<file path="src/wbsc_ram.sv">
// generic single write port, single read port ram with registered read
`timescale 1ns / 1ps

module wbsc_ram #(
    parameter int WIDTH = 32,
    parameter int DEPTH = 96,
    localparam int AW = (DEPTH > 1) ? $clog2(DEPTH) : 1
) (
    input  logic             i_clk,
    input  logic             i_we,
    input  logic [AW-1:0]    i_waddr,
    input  logic [WIDTH-1:0] i_wdata,
    input  logic [AW-1:0]    i_raddr,
    output logic [WIDTH-1:0] o_rdata
);

    logic [WIDTH-1:0] r_mem [DEPTH];
    logic [WIDTH-1:0] r_rdata;

    // write port
    always_ff @(posedge i_clk) begin
        if (i_we) begin
            r_mem[i_waddr] <= i_wdata;
        end
    end

    // registered read port
    always_ff @(posedge i_clk) begin
        r_rdata <= r_mem[i_raddr];
    end

    assign o_rdata = r_rdata;

endmodule

</file>
<file path="config.mk">
export PLATFORM = sky130hd
export DESIGN_NAME = wbsc_ram
export DESIGN_NICKNAME = d
export VERILOG_FILES = /design/src/wbsc_ram.sv
export SDC_FILE = /design/constraint.sdc
export NUM_CORES = 2
export LEC_CHECK = 0
export BUFFER_PORTS_ARGS = -buffer_cell sky130_fd_sc_hd__buf_4
export CAP_MARGIN = 20
export CORE_MARGIN = 10
export CORE_UTILIZATION = 55
export CTS_CLUSTER_SIZE = 25
export DETAILED_ROUTE_END_ITERATION = 8
export PLACE_DENSITY = 0.74
export RECOVER_POWER = 100
export SYNTH_ARGS = -nofsm -noshare
export SYNTH_HDL_FRONTEND = slang
export SYNTH_SLANG_ARGS = --single-unit
</file>
<file path="constraint.sdc">
create_clock -name i_clk -period 9.05 [get_ports i_clk]
set_input_delay 1.3575 -clock i_clk [delete_from_list [all_inputs] [get_ports i_clk]]
set_output_delay 1.3575 -clock i_clk [all_outputs]
set_load 0.02 [all_outputs]
</file>
Yosys cells after proc, flatten, opt, wreduce, memory -nomap -nowiden
Memories as Yosys holds them, arrays and structs flattened. A register that Yosys moved wholly into a read port is not among the register bits.
Cells that the tools add are included.
{"block": "word_totals", "n_memories": 1, "latchBits": 0, "mem_bits_rw": 3072, "ff_bits": 0, "elab_cells": 3, "rom_bits": 0}
{"block": "op_classes", "n_mux": 2, "shift": 0, "mul": 0, "div_mod_pow": 0, "n_bitwise": 0, "n_eq_ne": 0, "n_lt_le_gt_ge": 0, "addsub": 0, "reduce_logical": 0}
{"memory": "r_mem", "words": 96, "width": 32, "read_ports": 1, "rd_ports_with_merged_regs": 1, "wr": 1, "line_no": "17", "source": "logic [WIDTH-1:0] r_mem [DEPTH];"}
{"op": "two-way mux 1 bit", "n": 2}

Depth between registers and ports, before layout
{"block": "depth", "ltp_word": 2, "ltp_mapped": 12}

Worst setup path before layout
No wires, ideal clock.
{"block": "synth_path", "kind": "input to register", "start": "in i_waddr[5]", "end": "mem r_mem[50][0], enable pin", "path_stages": 3, "arrival_time_ps": 4091, "setup_ps": 461, "slack_ps": 4498, "path_cell_list": "nor2b_1 nand3_1 nor3_1"}
{"item": "start: declaration", "line_no": "11", "source": "input logic [AW-1:0] i_waddr,"}
{"item": "end: declaration", "line_no": "17"}
No word-level cell before the write port.

==> results.md <==
* Hold Path Class: flop to flop
* Power Density at 230 mW/mm^2
* PnR worst setup slack at 2.52 ns
* Max VDD drop at 0.000227 V
* PortBufs at 79
* Ys Warns at 0
* Combinational power share at 5.0%
* Detail-routed via count per cell at 7.02
* Largest delay share family, worst path: simple AND/OR/NAND/NOR gates
* Buf+Inv Stages, Crit Path at 2
* Pre-CTS setup slack at 3.55 ns
* Switching part of the total power at 21.2%
* Register bit total from synthesis at 3104
* GRT Resource Usage Total at 28.2%
* Initial antenna violation count at 38
* Post-CTS Resized at 0
* ANT nets after route at 0
* Core Footprint at 0.214 mm^2
* Status: finished with violations
* Sequential area share after synthesis at 78.5%
* Clock Sinks at 3104
* Routed WL per cell at 38.7 um
* Switching Power at 6470 uW
* Routed WL at 337000 um
* Final period utilization at 72.1%
* Internal power at 24000 uW
* DIE AREA at 0.234 mm^2
* Failing checks: capacitance limit, slew limit
* CP required at 9.79 ns
* Crit path launch type: primary input
* CP arrival at 7.27 ns
* # rows at 170
* Post-layout minimum cycle time at 6.53 ns
* Max-cap check violation count at 158
* Pre-Repair DR Iteration Count at 7
* RePlAce Congestion at 0.919
* Hold bufs inserted after CTS at 0
* Lkg Pwr at 0.0413 uW
* Root Buffer: clkbuf_16
* Fmax at 0.153 GHz
* IO Count at 80
* Worst path cell trace: buf_4, clkbuf_1, or2_0, a21oi_1, o41ai_1, nand3_1, o221ai_1
* Htree depth at 5
* Slew Viols, Final at 6202
* Most frequent cells in the layout: edfxtp_1 (3072), mux4_2 (670), clkbuf_16 (326)
* Initial Util at 55.2%
* Clock Power Share at 42.6%
* Tightest Pin Transition at 4.94 ns
* CTS tree: built
* Worst clock skew at 0.0672 ns
* Fin Setup TNS at 0 ns
* Worst path max stage delay at 1.53 ns
* Async SR Flop Fraction at 0%
* Crit Path Class: primary input to flop
* # DRC at 0
* Mapped Cells at 5279
* Layout Nets at 5671
* Headroom to the max-slew limit at -229%
* Share of layout cells above drive strength 1 at 22.4%
* Most used DFF post-synth: edfxtp_1
* Yosys cell types at 55
* DR vias at 61089
* Post-CTS Setup Repair Bufs at 0
* Crit end category: flop
* Wire length of the first global-routing pass at 468000 um
* Largest net degree at the start of global routing at 113
* Mapped Area at 0.118 mm^2
* Vias in the first global route at 59231
* Worst path slowest cell: or2_0
* Syn avg cell area at 22.4 um^2
* Final setup viols at 0
* Die W at 484 um
* Clock tree buffer depth at 4
* RSZ-0062 raised after global routing: no
* Die Y at 484 um
* CTS buffer count at 321
* Post-DP HPWL at 186000 um
* GRT overflow at 0
* Iteration-0 DRC Markers at 10602
* CP max FO at 36
* Clock latency at the later pin of the worst-skew pair at 0.96 ns
* Area Overhead vs Synth at 12.1%
* Syn_nets at 5327
* CTS clk-pin slew, worst paths at 0.06 ns
* Most common cell after layout, fill and taps aside: edfxtp_1
* Number of flops mapped to enable cells by yosys at 3072
* Hold Vio Cnt, Final at 0
* Sequential share of power at 52.4%
[worst reg2reg max path, cell delays in order (launching register included)]
cell and delay [ns]:
edfxtp_1 0.33, mux2i_1 0.08, a22oi_1 0.26, a21oi_1 0.21, o41ai_1 1.00, nand3_1 0.67
o221ai_1 0.45
[Yosys cell counts (3+ instances only)]
| cell | count | area share [%] |
|---|---|---|
| o41ai_1 | 7 | 0.052 |
| a21oi_1 | 60 | 0.25 |
| nor3b_1 | 4 | 0.025 |
| nor2b_1 | 34 | 0.18 |
| nor4_1 | 10 | 0.053 |
| o21ai_0 | 17 | 0.072 |
| mux4_2 | 670 | 13 |
| a31oi_1 | 13 | 0.069 |
| a31o_1 | 5 | 0.037 |
| buf_6 | 51 | 0.49 |
| buf_2 | 65 | 0.27 |
| nor3_1 | 36 | 0.15 |
| edfxtp_1 | 3072 | 78 |
| o211ai_1 | 3 | 0.019 |
| nand2_1 | 97 | 0.31 |
| a2111oi_0 | 5 | 0.037 |
| and3_1 | 5 | 0.026 |
| or3_1 | 12 | 0.063 |
| mux2i_1 | 300 | 2.5 |
| clkbuf_1 | 97 | 0.31 |
| a22o_1 | 31 | 0.23 |
| o221ai_1 | 17 | 0.13 |
| a221oi_1 | 41 | 0.30 |
| buf_1 | 17 | 0.054 |
| nand2b_1 | 13 | 0.069 |
| buf_4 | 42 | 0.27 |
| nor2_1 | 132 | 0.42 |
| a22oi_1 | 126 | 0.80 |
| and2_1 | 9 | 0.048 |
| mux2_2 | 21 | 0.20 |
| o22a_1 | 4 | 0.030 |
| nand3_1 | 68 | 0.29 |
| buf_8 | 4 | 0.051 |
| or2_2 | 5 | 0.026 |
| o21ai_1 | 15 | 0.063 |
| o22ai_1 | 87 | 0.46 |
| a211oi_1 | 27 | 0.17 |
| or4_1 | 5 | 0.032 |
| dfxtp_1 | 32 | 0.54 |
[final cells by class]
class                      instances  area, um^2
antenna                           10        25.0
clock buffer                     387        8440
clock inverter                   172        1770
fill                           13987       81600
inverter                           3        12.5
multi-input combinational       1895       24300
sequential                      3104       92900
tap                             2838        3550
timing repair buffer             298        1660
[power by group through the flow]
stage	registers, uW	clock network (uW)	logic (uW)
floorplan	16200	0	756
global placement	16200	0	1480
detailed placement	16200	0	1510
CTS	15900	13100	1520
global route	16000	13600	1560
finish	16000	13000	1510
[per-layer routing]
metal  share of wire (%)  vias up  track usage, %
li1                    -    23171               -
met1                  34    31771            38.5
met2                  46     5237            42.3
met3                  14      882            7.99
met4                 5.7       28            13.8
met5               0.057        -               0
[final timing paths]
path,start,endpoint,slack (ns),cells after the start
worst max-delay path,i_raddr[3],o_rdata[26],2.52,7
worst min-delay path,r_mem[1][15],o_rdata[15],0.83,3
worst max register to register,r_mem[59][26],o_rdata[26],5.87,6
worst min register to register,r_mem[1][15],o_rdata[15],0.83,3
[flip-flops by register name, indices dropped and copies added (netlist names)]
signal   flops
r_mem     3072
o_rdata     32
[cells by family after synthesis]
| group | Yosys count | share of synthesized area, % |
|---|---|---|
| flops | 3104 | 78.5 |
| mux | 991 | 15.5 |
| buf+inv | 280 | 1.47 |
| compound gates | 467 | 2.79 |
| simple gates | 437 | 1.73 |
[stage by stage]
| stage | total power [uW] | hold WS, ns | instance area (um^2) | util [%] | std cells |
|---|---|---|---|---|---|
| after floorplan | 17000 | 0.648 | 118000 | - | 5279 |
| after global placement | 17700 | 0.802 | 123000 | 57.5 | 8120 |
| after detailed placement | 17800 | 0.821 | 123000 | 57.6 | 8129 |
| after CTS | 30500 | 0.681 | 133000 | 62.3 | 8688 |
| after global routing | 31200 | 0.866 | 133000 | 61.9 | 8704 |
| final | 30500 | 0.826 | 133000 | 61.9 | 8707 |
No activity file was read; power rests on OpenSTA's default activity.
