## config.mk

```make
export PLATFORM = sky130hd
export DESIGN_NAME = wbsc_mac
export DESIGN_NICKNAME = d
export VERILOG_FILES = /design/src/wbsc_pkg.sv /design/src/wbsc_mac.sv
export SDC_FILE = /design/constraint.sdc
export NUM_CORES = 2
export LEC_CHECK = 0
export BUFFER_PORTS_ARGS = -buffer_cell sky130_fd_sc_hd__buf_2
export CAP_MARGIN = 25
export CORE_UTILIZATION = 50
export CTS_BUF_LIST = sky130_fd_sc_hd__clkbuf_16
export DETAILED_ROUTE_END_ITERATION = 8
export PLACE_DENSITY_LB_ADDON = 0.2
export SYNTH_ARGS = -nofsm -noshare
export SYNTH_HDL_FRONTEND = slang
export SYNTH_SLANG_ARGS = --single-unit
```

## constraint.sdc

```tcl
create_clock -name i_clk -period 32 [get_ports i_clk]
set_input_delay 8 -clock i_clk [delete_from_list [all_inputs] [get_ports i_clk]]
set_output_delay 8 -clock i_clk [all_outputs]
set_load 0.005 [all_outputs]
```

## src/wbsc_pkg.sv

```systemverilog
// package: shared types, command codes and helpers for the weighted basis sum block
`timescale 1ns / 1ps

package wbsc_pkg;

    // command codes carried by an input item
    localparam logic [1:0] CMD_ACC       = 2'd0;
    localparam logic [1:0] CMD_WR_WEIGHT = 2'd1;
    localparam logic [1:0] CMD_ADD_DELTA = 2'd2;
    localparam logic [1:0] CMD_WR_BOUND  = 2'd3;

    // bound select codes
    localparam logic BSEL_LOWER = 1'b0;
    localparam logic BSEL_UPPER = 1'b1;

    // q16.16 rounding constant and 32/64 bit limits
    localparam logic signed [63:0] RND_HALF = 64'sd32768;
    localparam logic signed [31:0] S32_MIN  = 32'sh8000_0000;
    localparam logic signed [31:0] S32_MAX  = 32'sh7fff_ffff;
    localparam logic signed [63:0] S64_MIN  = 64'sh8000_0000_0000_0000;
    localparam logic signed [63:0] S64_MAX  = 64'sh7fff_ffff_ffff_ffff;

    // sequencer states
    typedef enum logic [2:0] {
        S_CLEAR,
        S_IDLE,
        S_RMW_RD,
        S_RMW_WR,
        S_MAC,
        S_OUT
    } t_state;

    // control travelling alongside a weight through the multiply pipe
    typedef struct packed {
        logic vld;
        logic fin;
    } t_mac_ctl;

    // saturate a 33 bit signed sum to 32 bits
    function automatic logic signed [31:0] f_sat32(input logic signed [32:0] v);
        logic signed [31:0] r;
        begin
            if (v[32] != v[31]) begin
                r = v[32] ? S32_MIN : S32_MAX;
            end else begin
                r = v[31:0];
            end
            return r;
        end
    endfunction

endpackage

```

## src/wbsc_mac.sv

```systemverilog
// shared multiply, round and saturating accumulate unit
`timescale 1ns / 1ps

module wbsc_mac
    import wbsc_pkg::*;
(
    input  logic               i_clk,
    input  logic               i_rst_n,
    input  t_mac_ctl           i_ctl,
    input  logic signed [31:0] i_a,
    input  logic signed [31:0] i_b,
    input  logic signed [63:0] i_acc,
    output t_mac_ctl           o_ctl,
    output logic signed [63:0] o_sum
);

    logic signed [63:0] r_prod;
    t_mac_ctl           r_ctl;
    logic signed [63:0] w_term;
    logic signed [63:0] w_raw;
    logic               w_ovf;

    // product register
    always_ff @(posedge i_clk) begin
        r_prod <= i_a * i_b;
    end

    always_ff @(posedge i_clk) begin
        if (!i_rst_n) begin
            r_ctl <= '0;
        end else begin
            r_ctl <= i_ctl;
        end
    end

    // round half up to q16.16, then add with 64 bit saturation
    always_comb begin
        w_term = (r_prod + RND_HALF) >>> 16;
        w_raw  = i_acc + w_term;
        w_ovf  = (i_acc[63] == w_term[63]) && (w_raw[63] != i_acc[63]);
        if (w_ovf) begin
            o_sum = i_acc[63] ? S64_MIN : S64_MAX;
        end else begin
            o_sum = w_raw;
        end
    end

    assign o_ctl = r_ctl;

endmodule

```

# Word-level counts from Yosys, hierarchy flattened
# Index checks and enable logic that the tools add are counted.
# totals
input_bits,132
reg_bits,66
mem_bits_rw,0
memories,0
latchBits,0
romBits,0
word_cells,11
output_inout_bits,66
# classes
n_bitwise,0
n_shift,0
mux,2
eq_ne,2
n_mul,1
n_div,0
add_sub_neg,2
reduce_logical,1
magnitude_cmp,0
# ops
cell,n
$mux W64,2
$add A64 B17 Y64 const B,1
$add A64 B48 Y64,1
$mul A32 B32 Y64,1
$eq A1 B1 Y1,1
$logic_and A1 B1 Y1,1
$ne A1 B1 Y1,1

# Longest topological paths before layout
# depth
word_depth,5
ltp_mapped,28
depth_no_buf,27

# Worst setup path after synthesis
# No wires, ideal clock.
# synth_path
path_type,in2out
from,in i_acc[0]
to,out o_sum[58]
arrival_ps,10830
required_ps,24000
path_slack_ps,13170
n_path_buf,0
path_stages,12
cell_sequence,ha_1 -> fa_1 -> a211oi_1 -> o211ai_1 -> a32oi_1 -> o21ai_0 -> a2111oi_2 -> nor4_1 -> a211o_1 -> a21boi_0 -> xor2_1 -> o21ai_1
# synth_via
elab_chain_len,4
# synth_rtl
element,line,rtl
"start, declared",wbsc_mac.sv:12,"input logic signed [63:0] i_acc,"
$add A64 B48 Y64 *,wbsc_mac.sv:39,w_raw = i_acc + w_term;
$ne A1 B1 Y1,wbsc_mac.sv:40,w_ovf = (i_acc[63] == w_term[63]) && (w_raw[63] != i_acc[63]);
$logic_and A1 B1 Y1,wbsc_mac.sv:40,
$mux W64 *,wbsc_mac.sv:41,if (w_ovf) begin
"end, declared",wbsc_mac.sv:14,output logic signed [63:0] o_sum
# Mark *: on every way between the ends. The rest lies on a longest branch, timed or not.

# Final worst setup path
# layout_path
from,in i_acc[0]
to,out o_sum[52]
# Same word-level chain as after synthesis.

==> flow_metrics.env <==
export IMPL_setup_tns_ns=0
export IMPL_drcViolationCount=0
export IMPL_area_growth_pct=4.63
export IMPL_synth_edf_count=0
export IMPL_synth_simple_area_share_pct=16.2
export IMPL_row_count=105
export IMPL_synth_largest_area_cell="fa_1"
export IMPL_worstSetupStartpoint="i_acc[0]"
export IMPL_hold_class="in2reg"
export IMPL_detail_route_antenna_nets=0
export IMPL_startpoint_type="input pin"
export IMPL_setup_worst_path_end_class="output pin"
export IMPL_required_ns=24.00
export IMPL_htreeDepth=2
export IMPL_period_minus_slack_ns=19.84
export IMPL_relSlewSlack_pct=31.8
export IMPL_async_reset_ff_share_pct=0
export IMPL_synth_area_mux_share_pct=0
export IMPL_outcome="completed"
export IMPL_synth_xor_area_share_pct=3.66
export IMPL_via_count=30200
export IMPL_hpwl_um=89600
export IMPL_post_route_period_util_pct=62.0
export IMPL_avgSynthCellArea_um2=9.08
export IMPL_initial_core_util_pct=50.5
export IMPL_crit_path_end="o_sum[52]"
export IMPL_netlist_instances=4557
export IMPL_critPathKind="in2out"
export IMPL_cts_root_buf="clkbuf_16"
export IMPL_synth_compound_area_share_pct=6.65
export IMPL_hold_viol=0
export IMPL_synth_top_family_by_area="adder cells"
export IMPL_seq_area_frac_synth_pct=2.47
export IMPL_wirelength_um=112000
export IMPL_grt_pass1_vias=33200
export IMPL_syn_nets=6015
export IMPL_cts_tree="built"
export IMPL_worst_slew_pin_transition_ns=1.02
export IMPL_drive_gt1_share_pct=5.93
export IMPL_synthAdderAreaFrac_pct=59.7
export IMPL_crit_arrival_ns=11.84
export IMPL_track_usage_pct=28.1
export IMPL_gp_congestion=0.901
export IMPL_setup_violations=0
export IMPL_die_w_um=290
export IMPL_dieArea_um2=83900
export IMPL_synth_top_area_share_pct=52.3
export IMPL_drt_iter0_drc=1850
export IMPL_portBuffers=197
export IMPL_coreArea_um2=82000
export IMPL_synth_area_top_cells="fa_1, inv_1, and2_1, ha_1, nand2_1"
export IMPL_hold_buffers=0
export IMPL_stdcell_count=5647
export IMPL_slew_viol_final=0
export IMPL_max_freq_ghz=0.0504
export IMPL_yosysWarnings=0
export IMPL_grt_overflow=0
export IMPL_grt_setup_unrepaired="false"
export IMPL_ctsResizeCount=0
export IMPL_ys_seq_elements=51
export IMPL_grt_pass1_wl_um=182000
export IMPL_dp_cells=5634
export IMPL_clock_sinks=51
export IMPL_die_h_um=290
export IMPL_clk_pin_slew_worst_paths_ns=0.07
export IMPL_cts_max_path_buffers=2
export IMPL_ys_flop_type="dfxtp_1"
export IMPL_first_pass_iters=5
export IMPL_numCtsBuffers=5
export IMPL_antenna_found_initial=9
export IMPL_io_pins=198
export IMPL_wl_per_cell_um=19.8
export IMPL_synth_area_um2=41400
export IMPL_crit_path_max_fanout=4
export IMPL_viasPerCell=5.35
export IMPL_maxCapViolations=0
export IMPL_synth_distinct_cells=71
export IMPL_fin_nets=6029
export IMPL_post_cts_buffers=0
export IMPL_grt_max_degree=64
worst max-delay path, cell delays in order:
cell and delay, ns:
buf_2 0.10, ha_1 0.23, fa_1 0.46, a211oi_1 0.33, o211ai_1 0.20, a32oi_1 0.45
o21ai_0 0.35, a2111oi_2 0.49, nor2_1 0.16, a31oi_1 0.45, a22o_1 0.21, xor2_1 0.17
o21ai_1 0.07, buf_2 0.15
sequential cells by signal, indices dropped and copies added, names as in the netlist:
signal and cells:
r_prod 49, o_ctl 2
layer usage:
| metal | vias to the layer above | track usage (%) | wire length (um) |
|---|---|---|---|
| li1 | 13500 | - | - |
| met1 | 15600 | 37.6 | 47100 |
| met2 | 916 | 49.4 | 56100 |
| met3 | 161 | 2.79 | 6120 |
| met4 | 2 | 6.52 | 2690 |
| met5 | - | 0 | 9 |
synth_stat cells (19+ instances only):
cell type and count:
a21oi_1 131, nand2_1 601, fa_1 1082, nand3_1 40
xnor2_1 96, nor2_1 76, inv_1 1008, nand4_1 22
clkbuf_1 212, and2_1 500, and3_1 24, o21ai_1 63
dfxtp_1 51, a21o_1 68, ha_1 244, xor2_1 74
o21ai_0 54, nor3_1 19
layout make-up:
type                       count  area (um2)
fill                        7720       38700
multi-input combinational   3273       35700
inverter                    1008        3780
tap                         1070        1340
timing repair buffer         232        1260
sequential                    51        1020
clock buffer                   5         125
clock inverter                 3        71.3
antenna                        5        12.5
cells in the final DEF, fill, tap and decap left out, types with 8 or more instances in the layout:
cell type | netlist | routed
fa_1 | 1082 | 1082
inv_1 | 1008 | 1008
nand2_1 | 601 | 601
and2_1 | 500 | 500
ha_1 | 244 | 244
buf_2 | 3 | 197
a21oi_1 | 131 | 131
xnor2_1 | 96 | 96
nor2_1 | 76 | 76
xor2_1 | 74 | 74
a21o_1 | 68 | 68
o21ai_1 | 63 | 63
o21ai_0 | 54 | 54
dfxtp_1 | 51 | 51
nand3_1 | 40 | 40
buf_4 | 1 | 34
and3_1 | 24 | 24
nand4_1 | 22 | 22
nor3_1 | 19 | 19
nand2b_1 | 15 | 15
o21a_1 | 15 | 15
o211ai_1 | 14 | 14
nor2b_1 | 12 | 12
a31oi_1 | 12 | 12
a211oi_1 | 11 | 11
o21bai_1 | 9 | 9
o31ai_1 | 8 | 8
cells by family after synthesis:
group / count (synthesis)
adders and majority gates: 1326
DFF: 51
xor gates and xnor gates: 171
and+or+nand+nor: 1339
AOI/OAI and AO/OA: 437
buffers and inverters: 1233
worst min-delay path by stage:
| stage | startpoint | endpoint | slack (ns) | depth (start not counted) |
|---|---|---|---|---|
| floorplan | i_rst_n | o_ctl[0] | 8.12 | 1 |
| global placement | i_ctl[1] | o_ctl[1] | 8.22 | 2 |
| detailed placement | i_ctl[1] | o_ctl[1] | 8.22 | 2 |
| CTS | i_ctl[1] | o_ctl[1] | 7.91 | 2 |
| global route | i_ctl[1] | o_ctl[1] | 7.92 | 2 |
| finish | i_ctl[1] | o_ctl[1] | 7.91 | 2 |
metrics by stage:
| stage | setup slack [ns] | utilization (%) | hold slack [ns] | instance area [um2] |
|---|---|---|---|---|
| floorplan | 13.17 | - | 8.12 | 41400 |
| global placement | 12.09 | 52.5 | 8.22 | 43100 |
| detailed placement | 12.25 | 52.6 | 8.22 | 43100 |
| CTS | 12.23 | 52.8 | 7.91 | 43300 |
| global route | 11.84 | 52.8 | 7.92 | 43300 |
| finish | 12.16 | 52.8 | 7.91 | 43300 |
Power is not shown: default switching activity piles up to over one toggle a cycle in this logic, so the estimate is an artifact.
