### src/wbsc_pkg.sv
// package: shared types, command codes and helpers for the weighted basis sum block
`timescale 1ns / 1ps

package wbsc_pkg;

    // command codes carried by an input item
    localparam logic [1:0] CMD_ACC       = 2'd0;
    localparam logic [1:0] CMD_WR_WEIGHT = 2'd1;
    localparam logic [1:0] CMD_ADD_DELTA = 2'd2;
    localparam logic [1:0] CMD_WR_BOUND  = 2'd3;

    // bound select codes
    localparam logic BSEL_LOWER = 1'b0;
    localparam logic BSEL_UPPER = 1'b1;

    // q16.16 rounding constant and 32/64 bit limits
    localparam logic signed [63:0] RND_HALF = 64'sd32768;
    localparam logic signed [31:0] S32_MIN  = 32'sh8000_0000;
    localparam logic signed [31:0] S32_MAX  = 32'sh7fff_ffff;
    localparam logic signed [63:0] S64_MIN  = 64'sh8000_0000_0000_0000;
    localparam logic signed [63:0] S64_MAX  = 64'sh7fff_ffff_ffff_ffff;

    // sequencer states
    typedef enum logic [2:0] {
        S_CLEAR,
        S_IDLE,
        S_RMW_RD,
        S_RMW_WR,
        S_MAC,
        S_OUT
    } t_state;

    // control travelling alongside a weight through the multiply pipe
    typedef struct packed {
        logic vld;
        logic fin;
    } t_mac_ctl;

    // saturate a 33 bit signed sum to 32 bits
    function automatic logic signed [31:0] f_sat32(input logic signed [32:0] v);
        logic signed [31:0] r;
        begin
            if (v[32] != v[31]) begin
                r = v[32] ? S32_MIN : S32_MAX;
            end else begin
                r = v[31:0];
            end
            return r;
        end
    endfunction

endpackage

### src/wbsc_clamp.sv
// per-axis clamp to bounds and saturation of a 64 bit sum to 32 bits
`timescale 1ns / 1ps

module wbsc_clamp
    import wbsc_pkg::*;
(
    input  logic               i_en,
    input  logic signed [63:0] i_sum,
    input  logic signed [31:0] i_lo,
    input  logic signed [31:0] i_hi,
    output logic signed [31:0] o_res
);

    logic signed [63:0] w_lo;
    logic signed [63:0] w_hi;
    logic signed [63:0] w_s;

    // when the bounds cross, the lower bound wins for a sum below it, else the upper
    always_comb begin
        w_lo = {{32{i_lo[31]}}, i_lo};
        w_hi = {{32{i_hi[31]}}, i_hi};
        w_s  = i_sum;
        if (i_en) begin
            if (w_lo > i_sum) begin
                w_s = w_lo;
            end else if (w_hi < i_sum) begin
                w_s = w_hi;
            end
        end
        // limits are compared as signed 64 bit values
        if (w_s > signed'({{32{1'b0}}, S32_MAX})) begin
            o_res = S32_MAX;
        end else if (w_s < signed'({{32{1'b1}}, S32_MIN})) begin
            o_res = S32_MIN;
        end else begin
            o_res = w_s[31:0];
        end
    end

endmodule
### config.mk
export PLATFORM = sky130hd
export DESIGN_NAME = wbsc_clamp
export DESIGN_NICKNAME = d
export VERILOG_FILES = /design/src/wbsc_pkg.sv /design/src/wbsc_clamp.sv
export SDC_FILE = /design/constraint.sdc
export NUM_CORES = 1
export LEC_CHECK = 0
export BUFFER_PORTS_ARGS = -buffer_cell sky130_fd_sc_hd__buf_4
export CELL_PAD_IN_SITES_DETAIL_PLACEMENT = 1
export CELL_PAD_IN_SITES_GLOBAL_PLACEMENT = 2
export CORE_MARGIN = 2
export CORE_UTILIZATION = 25
export DETAILED_ROUTE_END_ITERATION = 7
export PLACE_DENSITY = 0.9
export SLEW_MARGIN = 15
export SYNTH_ARGS = -nofsm -noshare
export SYNTH_HDL_FRONTEND = slang
export SYNTH_SLANG_ARGS = --single-unit
### constraint.sdc
create_clock -name vclk -period 3
set_input_delay 0.15 -clock vclk [all_inputs]
set_output_delay 0.15 -clock vclk [all_outputs]
set_load 0.1 [all_outputs]
### Yosys cells after proc, flatten, opt, wreduce, memory -nomap -nowiden

Cells that the tools add are included.

* $lt $le $gt $ge: 4
* muxes and demuxes: 5

Operators with widths (count)
* 2-to-1 mux 64 bit: 3
* greater-than comparator 32 x 64 -> 1 bit: 1
* greater-than comparator 64 x 32 -> 1 bit, second input constant: 1
* < comparator 32 x 64 -> 1 bit: 1
* < comparator 64 x 32 -> 1 bit, second input constant: 1
* 2-to-1 mux 32 bit: 2

* register bits after elaboration: 0
* input port bits: 129

### Longest topological paths before layout

Gate-level depths: netlist of run 1.

* word-level depth: 7
* mapped depth: 14
* mapped depth without buffers: 12

### Worst setup path after synthesis of run 1

No wires, ideal clock.

* path type: input port to output port
* start point: in i_sum[63]
* end point: out o_res[0]
* arrival: 4.641 ns
* data required time: 2.850 ns
* path slack: -1.791 ns
* stages: 12
* path buffers: 0
* cells stage by stage: inv_1 ha_1 nand4_1 nor4_2 and2_2 nand4_2 o221ai_2 nor4_1 o311ai_2 o221a_2 nor3_4 o31ai_1

* longest elaborated chain between the ends: 7
* elaborated cells on any way between the ends: 9
* those cells by class: 4 x order compare; 5 x mux

Ends and longest elaborated chain
* start, declared: line wbsc_clamp.sv:8 `input logic signed [63:0] i_sum,`
* < comparator 32 x 64 -> 1 bit: line wbsc_clamp.sv:26 `end else if (w_hi < i_sum) begin`
* 2-to-1 mux 64 bit: line wbsc_clamp.sv:26
* 2-to-1 mux 64 bit: line wbsc_clamp.sv:24 `if (w_lo > i_sum) begin`
* 2-to-1 mux 64 bit (*): line wbsc_clamp.sv:23 `if (i_en) begin`
* < comparator 64 x 32 -> 1 bit: line wbsc_clamp.sv:33 `end else if (w_s < signed'({{32{1'b1}}, S32_MIN})) begin`
* 2-to-1 mux 32 bit: line wbsc_clamp.sv:33
* 2-to-1 mux 32 bit (*): line wbsc_clamp.sv:31 `if (w_s > signed'({{32{1'b0}}, S32_MAX})) begin`
* end, declared: line wbsc_clamp.sv:11 `output logic signed [31:0] o_res`

Every way passes the cells marked *; elsewhere a longest branch is shown, timed or not.

### Worst setup path after layout of run 1

* start point: in i_lo[31]
* end point: out o_res[18]

* longest elaborated chain between the ends: 6
* elaborated cells on any way between the ends: 7
* those cells by class: 3 x order compare; 4 x mux

Ends and longest elaborated chain
* start, declared: line wbsc_clamp.sv:9 `input logic signed [31:0] i_lo,`
* greater-than comparator 32 x 64 -> 1 bit: line wbsc_clamp.sv:24
* 2-to-1 mux 64 bit (*): line wbsc_clamp.sv:24
* 2-to-1 mux 64 bit (*): line wbsc_clamp.sv:23
* < comparator 64 x 32 -> 1 bit: line wbsc_clamp.sv:33
* 2-to-1 mux 32 bit: line wbsc_clamp.sv:33
* 2-to-1 mux 32 bit (*): line wbsc_clamp.sv:31

Marked as above.

==> results.toml, run 1 <==
[drt]
drcViolationCount = 0
vias = 5591
wl_per_cell_um = 20.8
routed_wl_um = 21700
postRouteAntennaNets = 0
drtIter0Drc = 193
vias_per_cell = 5.37
dr.pass1.iters = 4

[worst_setup_path]
worstSetupStartpointType = "input port"
critical_path.cell_chain = "buf_16 > buf_6 > ha_4 > nand4_1 > buf_4 > inv_2 > a221oi_2 > o31ai_2 > a22o_1 > o31a_1 > or4b_4 > o221a_1 > o211ai_4 > buf_12 > clkbuf_16 > o31ai_4 > buf_12"
critical_path.slowest_cell = "or4b_4"
critical-path-max-stage-delay_ns = 0.59
critPathMaxFanout = 6
cp_data_required_time_ns = 2.85
worst_path_most_repeated_cell = "buf_12"
cp_num_buf_inv = 7
crit_arrival_ns = 3.57
cp-end-kind = "primary output"
crit_family = "compound AO/OA/AOI/OAI gates"
critPathKind = "input port to primary output"

[yosys]
netlist_top_cells_area = "ha_1 (39%), o31ai_2 (9.3%), inv_1 (6.8%)"
synth_top_cell_by_area = "ha_1"
synth_area_sq_um = 4040
syn_avg_cell_area_sq_um = 7.44
synthCells = 543
ys_types = 51
syn_nets = 799
synth_top_area_share = 0.393
yosys_warnings = 0
ys_seq_area_frac = 0

[cells_and_area]
nFlopsAndLatches = 0
final_util = 0.522
final_cells = 1042
n_clock_buffer = 0
layout.nets = 1084
areaGrowthSynthToFinish_pct = 104
drive_gt1_frac = 0.535
diodes = 0
layout_common_cells = "buf_4 (235), ha_1 (91), buf_12 (44), inv_1 (43), a21oi_1 (42)"
nFillCells = 1770
regArea_sq_um = 0
multi_input_area_sq_um = 4690
final_common_cell = "buf_4"

[global_routing]
grt_pass1_wl_um = 32400
grt_max_degree = 30
antenna_found_initial = 0
grt_usage = 0.228
grt_pass1_vias = 6180
grt-ovfl-total = 0

[power_and_ir_drop]
leakagePower_nw = 3.79
p_sw_mw = 1.35
irDropWorstVdd_v = 0.000236
sequentialPowerShare = 0
clkPwrFrac = 0
pwr-share-comb = 1.000
internal_power_mw = 1.00
p_sw_frac = 0.574
power_density_nw_per_um2 = 284

[sta]
worstMarginPinSlew_ns = 0.503
slew_headroom = 0.661
finalSetupViolations = 32
min_period_ns = 3.72
whs_ns = 0.817
finalHoldViolCount = 0
fin_crit_sh = 1.24
fmax_ghz = 0.269
setup_ws_ns = -0.715
tns_ns = -21.76
final_max_slew_viol_count = 0
rsz0062_at_grt = "true"

[run_status]
violations = "setup timing"
outcome = "finished with violations"

[worst_hold_path]
hp-class = "input port to primary output"

[die]
rows = 46
die_w_um = 131
ios = 161
initial_core_util = 0.255
dieArea_sq_um = 17200
die_h_um = 131
core_sq_um = 15800

[placed_design]
dp_cells = 1017
gp_congestion = 0.898
numPortBuffers = 161
dp_hpwl_um = 16400

[clock_tree]
ctsHoldBuffers = 0

[job]
drv_cap = 0
metal layers:
| metal | track usage | vias up | share of wire |
|---|---|---|---|
| met5 | 0 | - | 0 |
| met4 | 0.0447 | 0 | 0.023 |
| met3 | 0.0170 | 35 | 0.031 |
| met2 | 0.446 | 169 | 0.54 |
| met1 | 0.270 | 2726 | 0.40 |
| li1 | - | 2661 | - |
cells by family after synthesis:
group	share of synthesized area
buffers and inverters	0.0938
and+or+nand+nor	0.207
adders and majority gates	0.393
xor gates and xnor gates	0.00434
AOI/OAI and AO/OA	0.301
worst min-delay path: cells and delay by family:
| kind | cells | cell delay, ns |
|---|---|---|
| buffers and inverters | 2 | 0.26 |
| and+or+nand+nor | 1 | 0.05 |
| AOI/OAI and AO/OA | 1 | 0.21 |
final timing paths:
path / startpoint / to / slack (ns) / depth (start not counted)
hold / removal: i_sum[26] / o_res[26] / 0.82 / 4
setup / recovery: i_lo[31] / o_res[18] / -0.72 / 17
what timing repair did:
| item | in CTS | in global routing |
|---|---|---|
| setup buffers | 16 | 6 |
| gates resized for setup | 128 | 63 |
| setup endpoints to repair | 32 | 32 |
| pin swaps | 28 | 34 |
| cloned | 4 | 5 |
power groups by stage:
stage	combinational (mW)	clock [mW]	sequential, mW
2_1_floorplan	1.25	0	0
3_3_place_gp	1.81	0	0
6_report	2.35	0	0
4_1_cts	2.22	0	0
5_1_grt	2.46	0	0
3_5_place_dp	1.89	0	0
per-stage QoR:
step / cell area [sq um] / power (mW) / worst slack [ns]
global route: 8260 / 2.46 / -0.775
detailed placement: 7010 / 1.89 / -1.00
floorplan: 4730 / 1.25 / -0.420
global placement: 7010 / 1.81 / -0.893
CTS: 7890 / 2.22 / -0.710
finish: 8260 / 2.35 / -0.715
final cells by class:
cell class	count	area share
Multi-Input combinational cell	453	0.568
Inverter	73	0.0341
Tap cell	216	0.0327
Timing Repair Buffer	300	0.366
cells in the mapped netlist, drive strengths merged, types with 2 or more instances:
cell / number
a211oi: 2
a21o: 3
a21oi: 49
a221oi: 8
a31oi: 3
and2: 2
buf: 7
clkbuf: 10
ha: 127
inv: 73
nand2: 37
nand2b: 3
nand3: 12
nand4: 35
nor2: 39
nor3: 5
nor4: 17
o211ai: 4
o21a: 2
o21ai: 18
o221a: 2
o221ai: 2
o22ai: 32
o31ai: 33
or4: 2
or4b: 2
No activity file was read; power rests on OpenSTA's default activity.
==> run 2: changes to the inputs <==
--- a/config.mk
+++ b/config.mk
@@ -5,13 +5,14 @@
 export SDC_FILE = /design/constraint.sdc
 export NUM_CORES = 1
 export LEC_CHECK = 0
+export ABC_AREA = 1
 export BUFFER_PORTS_ARGS = -buffer_cell sky130_fd_sc_hd__buf_4
 export CELL_PAD_IN_SITES_DETAIL_PLACEMENT = 1
 export CELL_PAD_IN_SITES_GLOBAL_PLACEMENT = 2
 export CORE_MARGIN = 2
 export CORE_UTILIZATION = 25
 export DETAILED_ROUTE_END_ITERATION = 7
-export PLACE_DENSITY = 0.9
+export PLACE_DENSITY = 0.91
 export SLEW_MARGIN = 15
 export SYNTH_ARGS = -nofsm -noshare
 export SYNTH_HDL_FRONTEND = slang
==> run 2 against run 1 <==
Against the previous run:
- the run still ends with setup timing left
- maximum frequency fell by 3.9%
- die area grew 40%
- global-route usage increased by 0.76 points
- setup slack worse by 0.15 ns
- synthesized cell count up 90%
- critical path type unchanged
- critical endpoint is now o_res[19]
==> results.toml, run 2 <==
[drt]
postRouteAntennaNets = 0
routed_wl_um = 31200
dr.pass1.iters = 5
drtIter0Drc = 324
wl_per_cell_um = 19.1
vias = 8562
drcViolationCount = 0
vias_per_cell = 5.25

[die]
core_sq_um = 22500
ios = 161
die_w_um = 155
rows = 55
die_h_um = 155
dieArea_sq_um = 24000
initial_core_util = 0.253

[yosys]
post_synth_fa_ha_maj_area_fraction = 0.279
synth_area_sq_um = 5700
synth_top_cell_by_area = "ha_1"
netlist_top_cells_area = "ha_1 (28%), nand2_1 (20%), a21oi_1 (9.5%)"
synthCells = 1032
synth-compound-area-share = 0.205
yosys_warnings = 0
syn_nets = 1288
synth_common_cells = "nand2_1 (307), ha_1 (127), inv_1 (125)"
synth.area.mux_share = 0
synth_top_family_by_area = "simple AND/OR/NAND/NOR gates"
synth_xor_area_frac = 0
ys_types = 33
yosysMostFrequentCell = "nand2_1"
synth_top_area_share = 0.279
ys_seq_area_frac = 0
synthSimpleGateAreaFrac = 0.391
syn_avg_cell_area_sq_um = 5.52

[sta]
finalHoldViolCount = 0
tns_ns = -26.24
whs_ns = 0.868
rsz0062_at_grt = "true"
final_max_slew_viol_count = 0
worstMarginPinSlew_ns = 0.469
finalSetupViolations = 32
fmax_ghz = 0.259
slew_headroom = 0.687
setup_ws_ns = -0.865
min_period_ns = 3.86
fin_crit_sh = 1.29

[worst_hold_path]
hp-class = "input port to primary output"
hp-start = "i_sum[24]"
hold-path-endpoint = "o_res[24]"
hold_depth = 6

[global_routing]
grt_max_degree = 57
antenna_found_initial = 0
grt-ovfl-total = 0
grt_pass1_vias = 9067
grt_usage = 0.235
grt_pass1_wl_um = 46000

[placed_design]
place_area_sq_um = 8920
dp_cells = 1588
dp_slack_ns = -1.17
dp_hpwl_um = 21400
numPortBuffers = 161
gp_congestion = 0.848

[power_and_ir_drop]
pwr-share-comb = 1.000
power.total_mw = 3.37
p_sw_frac = 0.585
power_density_nw_per_um2 = 302
internal_power_mw = 1.40
p_sw_mw = 1.97
leakagePower_nw = 5.45
clkPwrFrac = 0
sequentialPowerShare = 0
irDropWorstVdd_v = 0.000191

[cells_and_area]
nFillCells = 2719
finalInstanceArea_sq_um = 11200
final_util = 0.497
layout.nets = 1604
layout_common_cells = "buf_4 (263), nand2_1 (199), inv_1 (115), ha_1 (97), nor2_1 (92)"
nFlopsAndLatches = 0
drive_gt1_frac = 0.441
regArea_sq_um = 0
final_common_cell = "buf_4"
diodes = 0
n_clock_buffer = 0
areaGrowthSynthToFinish_pct = 96.2
final_cells = 1631

[clock_tree]
ctsHoldBuffers = 0

[worst_setup_path]
cp_data_required_time_ns = 2.85
crit_arrival_ns = 3.71
critical_path.slowest_cell = "ha_4"
cp-startpoint = "i_sum[35]"
cp-end-kind = "primary output"
critPathMaxFanout = 8
worstSetupStartpointType = "input port"
critical-path-max-stage-delay_ns = 0.23
critPathKind = "input port to primary output"

[run_status]
outcome = "finished with violations"
violations = "setup timing"

[job]
drv_cap = 0
-- run 2: cell count changes after synthesis, moves of 30 or more --
cell,change
a21oi_1,+59
inv_1,+52
nand2_1,+270
nand3_1,+47
nor2_1,+70
o21ai_0,+39
o22ai_1,-32
o31ai_2,-30
-- run 2: how the worst max path moves through the flow --
stage,to
6_report,o_res[19]
5_1_grt,o_res[19]
4_1_cts,o_res[19]
3_5_place_dp,o_res[0]
3_3_place_gp,o_res[0]
2_1_floorplan,o_res[10]
-- run 2: area by class of cell --
class | instances | area (sq um) | area share
Timing Repair Buffer | 358 | 3660 | 0.328
Inverter | 126 | 492 | 0.0440
Multi-Input combinational cell | 862 | 6670 | 0.597
Tap cell | 285 | 357 | 0.0319
-- run 2: critical path, delay by kind of cell --
kind                     cells  cell delay [ns]
AO/OA/AOI/OAI                3             0.43
adder cells (fa/ha/maj)      1             0.23
buffers and inverters        8             1.19
AND/OR/NAND/NOR             17             1.72
-- run 2: repair_timing --
item	in CTS	in global routing
endpoints found under the hold margin	0	0
cloned	11	1
endpoints found under the setup margin	32	32
pin swaps	45	72
setup buffers	20	18
resized for setup	208	164
-- run 2: power groups by stage --
| stage | registers (mW) | logic (mW) | clock network [mW] |
|---|---|---|---|
| after floorplan | 0 | 1.72 | 0 |
| after global placement | 0 | 2.47 | 0 |
| after detailed placement | 0 | 2.54 | 0 |
| after CTS | 0 | 3.10 | 0 |
| after global routing | 0 | 3.58 | 0 |
| final | 0 | 3.37 | 0 |
-- run 2: cell families after synthesis --
| group | after synthesis |
|---|---|
| buffers and inverters | 171 |
| AO/OA/AOI/OAI | 211 |
| adder cells (fa/ha/maj) | 127 |
| AND/OR/NAND/NOR | 523 |
-- run 2: routing by layer --
layer  vias to the layer above  wire length [um]  part of all wire  GRT usage
met5                         -                 0                 0          0
met4                         0              1500             0.048     0.0758
met3                        94              1530             0.049     0.0237
met2                       287             15800              0.51      0.446
met1                      4114             12400              0.40      0.276
li1                       4067                 -                 -          -
